<file path="config.mk">
export PLATFORM = sky130hd
export DESIGN_NAME = smt_merge
export DESIGN_NICKNAME = d
export VERILOG_FILES = /design/src/rtl/smt_pkg.sv /design/src/rtl/smt_merge.sv
export SDC_FILE = /design/constraint.sdc
export NUM_CORES = 1
export LEC_CHECK = 0
export BUFFER_PORTS_ARGS = -buffer_cell sky130_fd_sc_hd__buf_2
export CORE_MARGIN = 3
export CORE_UTILIZATION = 54
export CTS_CLUSTER_SIZE = 10
export DETAILED_ROUTE_END_ITERATION = 6
export GPL_ROUTABILITY_DRIVEN = 0
export PLACE_DENSITY = 0.81
export SETUP_SLACK_MARGIN = 0.2
export SLEW_MARGIN = 20
export SYNTH_ARGS = -nofsm -noshare
export SYNTH_HDL_FRONTEND = slang
export SYNTH_SLANG_ARGS = --single-unit
</file>
<file path="constraint.sdc">
create_clock -name clock -period 4.65 [get_ports clock]
set_input_delay 0.6975 -clock clock [delete_from_list [all_inputs] [get_ports clock]]
set_output_delay 0.6975 -clock clock [all_outputs]
set_load 0.02 [all_outputs]
</file>
<file path="src/rtl/smt_pkg.sv">
`timescale 1ns / 1ps

package smt_pkg;

   localparam int BANDS    = 4;
   localparam int SAMPLE_W = 16;
   localparam int COEF_W   = 16;
   localparam int ROW_W    = BANDS * COEF_W;
   localparam int RES_W    = 22;
   localparam int FRAC_W   = 12;
   localparam int PROD_W   = COEF_W + SAMPLE_W + 1;
   localparam int SUM_W    = PROD_W + $clog2(BANDS) + 1;
   localparam int CSR_IDX_W = 3;

   localparam int ONE_Q12   = 1 << FRAC_W;
   localparam int HALF_Q12  = ONE_Q12 / 2;
   localparam int FRAC_MASK = ONE_Q12 - 1;
   localparam int RES_MAX   = (1 << (RES_W - 1)) - 1;
   localparam int RES_MIN   = -(1 << (RES_W - 1));

   typedef logic        [SAMPLE_W-1:0] sample_type;
   typedef logic signed [COEF_W-1:0]   coef_type;
   typedef logic        [ROW_W-1:0]    row_type;
   typedef logic signed [PROD_W-1:0]   prod_type;
   typedef logic signed [SUM_W-1:0]    sum_type;
   typedef logic signed [RES_W-1:0]    res_type;

   localparam res_type RES_MAX_V = res_type'(RES_MAX);
   localparam res_type RES_MIN_V = res_type'(RES_MIN);

   typedef enum logic [CSR_IDX_W-1:0] {
      MATRIX_ROW_0 = 3'd0,
      MATRIX_ROW_1 = 3'd1,
      MATRIX_ROW_2 = 3'd2,
      MATRIX_ROW_3 = 3'd3
   } csr_index_type;

   typedef struct packed {
      logic load_s1;
      logic load_s2;
   } lane_ctrl_type;

   typedef struct packed {
      logic load;
      logic frame_start;
   } stat_ctrl_type;

endpackage

</file>
<file path="src/rtl/smt_merge.sv">
`timescale 1ns / 1ps

module smt_merge (
   input  logic                  clock,
   input  logic                  reset,
   input  smt_pkg::stat_ctrl_type ctrl,
   input  smt_pkg::res_type      lane_result [smt_pkg::BANDS],
   output smt_pkg::res_type      result      [smt_pkg::BANDS],
   output smt_pkg::res_type      minimum     [smt_pkg::BANDS],
   output smt_pkg::res_type      maximum     [smt_pkg::BANDS]
);
   import smt_pkg::*;

   res_type result_ff [BANDS];
   res_type min_ff    [BANDS];
   res_type max_ff    [BANDS];
   res_type min_in    [BANDS];
   res_type max_in    [BANDS];
   res_type base_min  [BANDS];
   res_type base_max  [BANDS];

   // frame start drops the old statistics before this pixel counts
   always_comb begin
      for (int j = 0; j < BANDS; j++) begin
         base_min[j] = ctrl.frame_start ? RES_MAX_V : min_ff[j];
         base_max[j] = ctrl.frame_start ? RES_MIN_V : max_ff[j];
         min_in[j]   = (lane_result[j] < base_min[j]) ? lane_result[j] : base_min[j];
         max_in[j]   = (lane_result[j] > base_max[j]) ? lane_result[j] : base_max[j];
      end
   end

   always_ff @(posedge clock) begin
      if (reset) begin
         for (int j = 0; j < BANDS; j++) begin
            min_ff[j] <= RES_MAX_V;
            max_ff[j] <= RES_MIN_V;
         end
      end else if (ctrl.load) begin
         min_ff <= min_in;
         max_ff <= max_in;
      end
   end

   always_ff @(posedge clock) begin
      if (ctrl.load) begin
         result_ff <= lane_result;
      end
   end

   assign result  = result_ff;
   assign minimum = min_ff;
   assign maximum = max_ff;

endmodule

</file>
==> results_dict.tcl <==
set metrics [dict create \
    maxSlewHeadroom_pct 30.4 \
    path_max_fanout 91 \
    finalSetupTns_ns 0 \
    gr-total-overflow 0 \
    ys_types 58 \
    numCtsBuffers 31 \
    finalNonFillerCells 2089 \
    start_util_pct 55.5 \
    p_leak_nw 7.30 \
    critPathCaptureType "flip-flop" \
    syn_inst 1407 \
    root_buffer "clkbuf_16" \
    num_io_pins 356 \
    cpMostUsedCell "a21oi_1" \
    design.core.area_sq_um 25400 \
    synth_flop_cell "dfxtp_1" \
    finalPower_mw 6.05 \
    critical_path.startpoint "ctrl[0]" \
    synth_seq_cells 264 \
    critical-path-slowest-cell "o31a_1" \
    drv_slew 0 \
    rows 58 \
    synth_area_per_cell_sq_um 10.0 \
    cts_buffer_depth 3 \
    drtPass1Iterations 5 \
    synth_top_cell_by_area "dfxtp_1" \
    syn2layout_area_growth_pct 21.2 \
    final_nets 1998 \
    worst-endpoint-required_ns 5.14 \
    fin_util_pct 67.3 \
    dp_hpwl_mm 29.2 \
    synth-seq-area-share_pct 43.7 \
    cp.arrival_ns 4.03 \
    cts_resized 0 \
    antenna_found_initial 1 \
    via_count 12754 \
    drt-total-wl_mm 40.7 \
    outcome "complete, no violations" \
    setup_viol 0 \
    netlist_top_cells_area "dfxtp_1, edfxtp_1, ha_1" \
    power.density_nw_per_um2 354 \
    yosysTopAreaCellShare_pct 25.0 \
    startpoint_type "input port" \
    crit_path_end "minimum[80]" \
    place_inst 2031 \
    r2r_cells 9 \
    worst_slew_pin_slew_ns 1.04 \
    grtUsageTotal_pct 27.7 \
    ir_worst_vdd_mv 0.334 \
    period_needed_ns 3.55 \
    cts_hold_buffers 0 \
    grt_pass1_vias 12184 \
    grtUsageMet2_pct 46.3 \
    antenna_left 0 \
    synth_edf_count 88 \
    drt-initial-drc-count 1048 \
    h-tree-depth 1 \
    syn_nets 1671 \
    die_y_um 168 \
    crit_type "in -> reg" \
    hp-class "in -> reg" \
    clk_latency_ns 0.55 \
    r2r_setup_slack_ns 1.44 \
    avgViaCountPerCell 6.11 \
    finalHoldViolations 0 \
    timing.fmax_mhz 282 \
    die_area_sq_um 28100 \
    cts_setup_buffers 0 \
    finalCritPeriodShare_pct 76.2 \
    use_met1_pct 36.7 \
    drive_gt1_share_pct 24.3 \
    stdcell_area_sq_um 17100 \
    netlist_area_sq_um 14100 \
    synthArstFlopShare_pct 0 \
    r2r_end "minimum[80]" \
    holdPathStages 1 \
    dpl-instance-area_sq_um 16200 \
    grt_max_degree 92 \
    globalRouteMet3Util_pct 4.75 \
    fillCellCount 1977 \
    ys_warn_count 0 \
    wl_per_cell_um 19.5 \
    r2r-start "minimum[69]" \
    clkTransAtPathRegs_ns 0.05 \
    die_x_um 168 \
    clock-sinks 264 \
    cp_cell_sequence "buf_6 > buf_4 > nor2_1 > ha_1 > a21oi_1 > o21ai_0 > a221o_1 > a21oi_1 > and3_1 > o31a_1 > o32a_1" \
    io_buffers 355 \
    drc 0 \
    tritoncts "built" \
    drv_cap 0 \
    finClkSkew_ns 0.00764 \
    busiest_layer "met2" \
    slowest_delay_ns 0.75 \
    grt_first_pass_wirelength_mm 64.6 \
    rsz0062_at_grt "false" \
]
how the worst min path moves through the flow:
stage                   startpoint          end  slack [ns]
finish              lane_result[0]    result[0]        0.39
global route        lane_result[0]    result[0]        0.36
CTS                 lane_result[0]    result[0]        0.36
detailed placement     minimum[87]  minimum[87]        0.47
global placement       minimum[65]  minimum[65]        0.45
floorplan              minimum[65]  minimum[65]        0.54
registers in the layout, summed over array words and instances (netlist names):
signal	count
maximum	88
result	88
minimum	88
placed cells by master, fill, tap and decap left out, drive strengths merged, types with 62 or more instances in the layout:
cell    count
dfxtp     176
a21oi      62
nand2b     91
nand2      76
buf       381
a22o       64
edfxtp     88
ha        172
nor2      128
critical path: cells and delay by family:
kind	cells	cell delay, ns
adders and majority gates	1	0.29
AOI/OAI and AO/OA	6	1.81
buffers and inverters	2	0.82
and+or+nand+nor	2	0.31
layout make-up:
type	count	area, sq um	share of cell area, %
well taps	330	413	2.42
repair buffers	381	1990	11.7
inverters	39	146	0.857
flip-flops and latches	264	6170	36.1
clock buffers	57	915	5.35
multi-input cells	1017	7450	43.6
diodes	1	2.50	0.0146
where the power goes:
group	total, mW	internal (mW)	switching (mW)
sequential	2.68	2.56	0.115
clock	2.21	1.30	0.909
combinational	1.16	0.406	0.749
total	6.05	4.27	1.77
kinds of logic after synthesis:
group                    count (synthesis)  share of synthesized area, %
XOR/XNOR                                 2                         0.124
AND/OR/NAND/NOR                        490                          17.9
AO/OA/AOI/OAI                          353                          19.3
adder cells (fa/ha/maj)                172                          15.3
buffers and inverters                  126                          3.67
flip-flops                             264                          43.7
metrics by stage:
stage | hold slack (ns) | setup WS (ns)
finish | 0.391 | 1.10
global route | 0.361 | 0.797
CTS | 0.362 | 1.15
detailed placement | 0.465 | 0.565
global placement | 0.455 | 0.655
floorplan | 0.538 | 1.16
synthesized netlist by cell type, types with 2 or more instances:
| master | n |
|---|---|
| nor3b_1 | 22 |
| nor2_1 | 128 |
| clkbuf_1 | 65 |
| o21ai_1 | 4 |
| or4_1 | 2 |
| o21ai_0 | 21 |
| and3_1 | 6 |
| edfxtp_1 | 88 |
| a221oi_1 | 2 |
| o21a_1 | 7 |
| nor4_1 | 3 |
| a31oi_1 | 3 |
| o211ai_1 | 5 |
| buf_2 | 18 |
| o31ai_1 | 5 |
| buf_6 | 2 |
| a21oi_1 | 62 |
| a21boi_0 | 2 |
| a22oi_1 | 3 |
| dfxtp_1 | 176 |
| or3_1 | 23 |
| and2_1 | 2 |
| nand4_1 | 21 |
| nand2_1 | 76 |
| o22ai_1 | 2 |
| nand3_1 | 57 |
| buf_4 | 2 |
| o21bai_1 | 3 |
| a2111oi_0 | 6 |
| o32a_1 | 42 |
| or2_2 | 4 |
| o22a_1 | 21 |
| and4_1 | 10 |
| a22o_1 | 64 |
| a211oi_1 | 24 |
| o41ai_1 | 23 |
| ha_1 | 172 |
| a32oi_1 | 21 |
| nor3_1 | 28 |
| nor2b_1 | 14 |
| a211o_1 | 3 |
| a21o_1 | 21 |
| inv_1 | 39 |
| nand2b_1 | 91 |
layer usage:
metal	part of all wire (%)	vias to the layer above	wire length, um
li1	-	5998	-
met1	42	6114	16900
met2	48	553	19400
met3	7.5	89	3080
met4	3.3	0	1330
met5	0	-	0
Power figures use the tool's default switching activity.
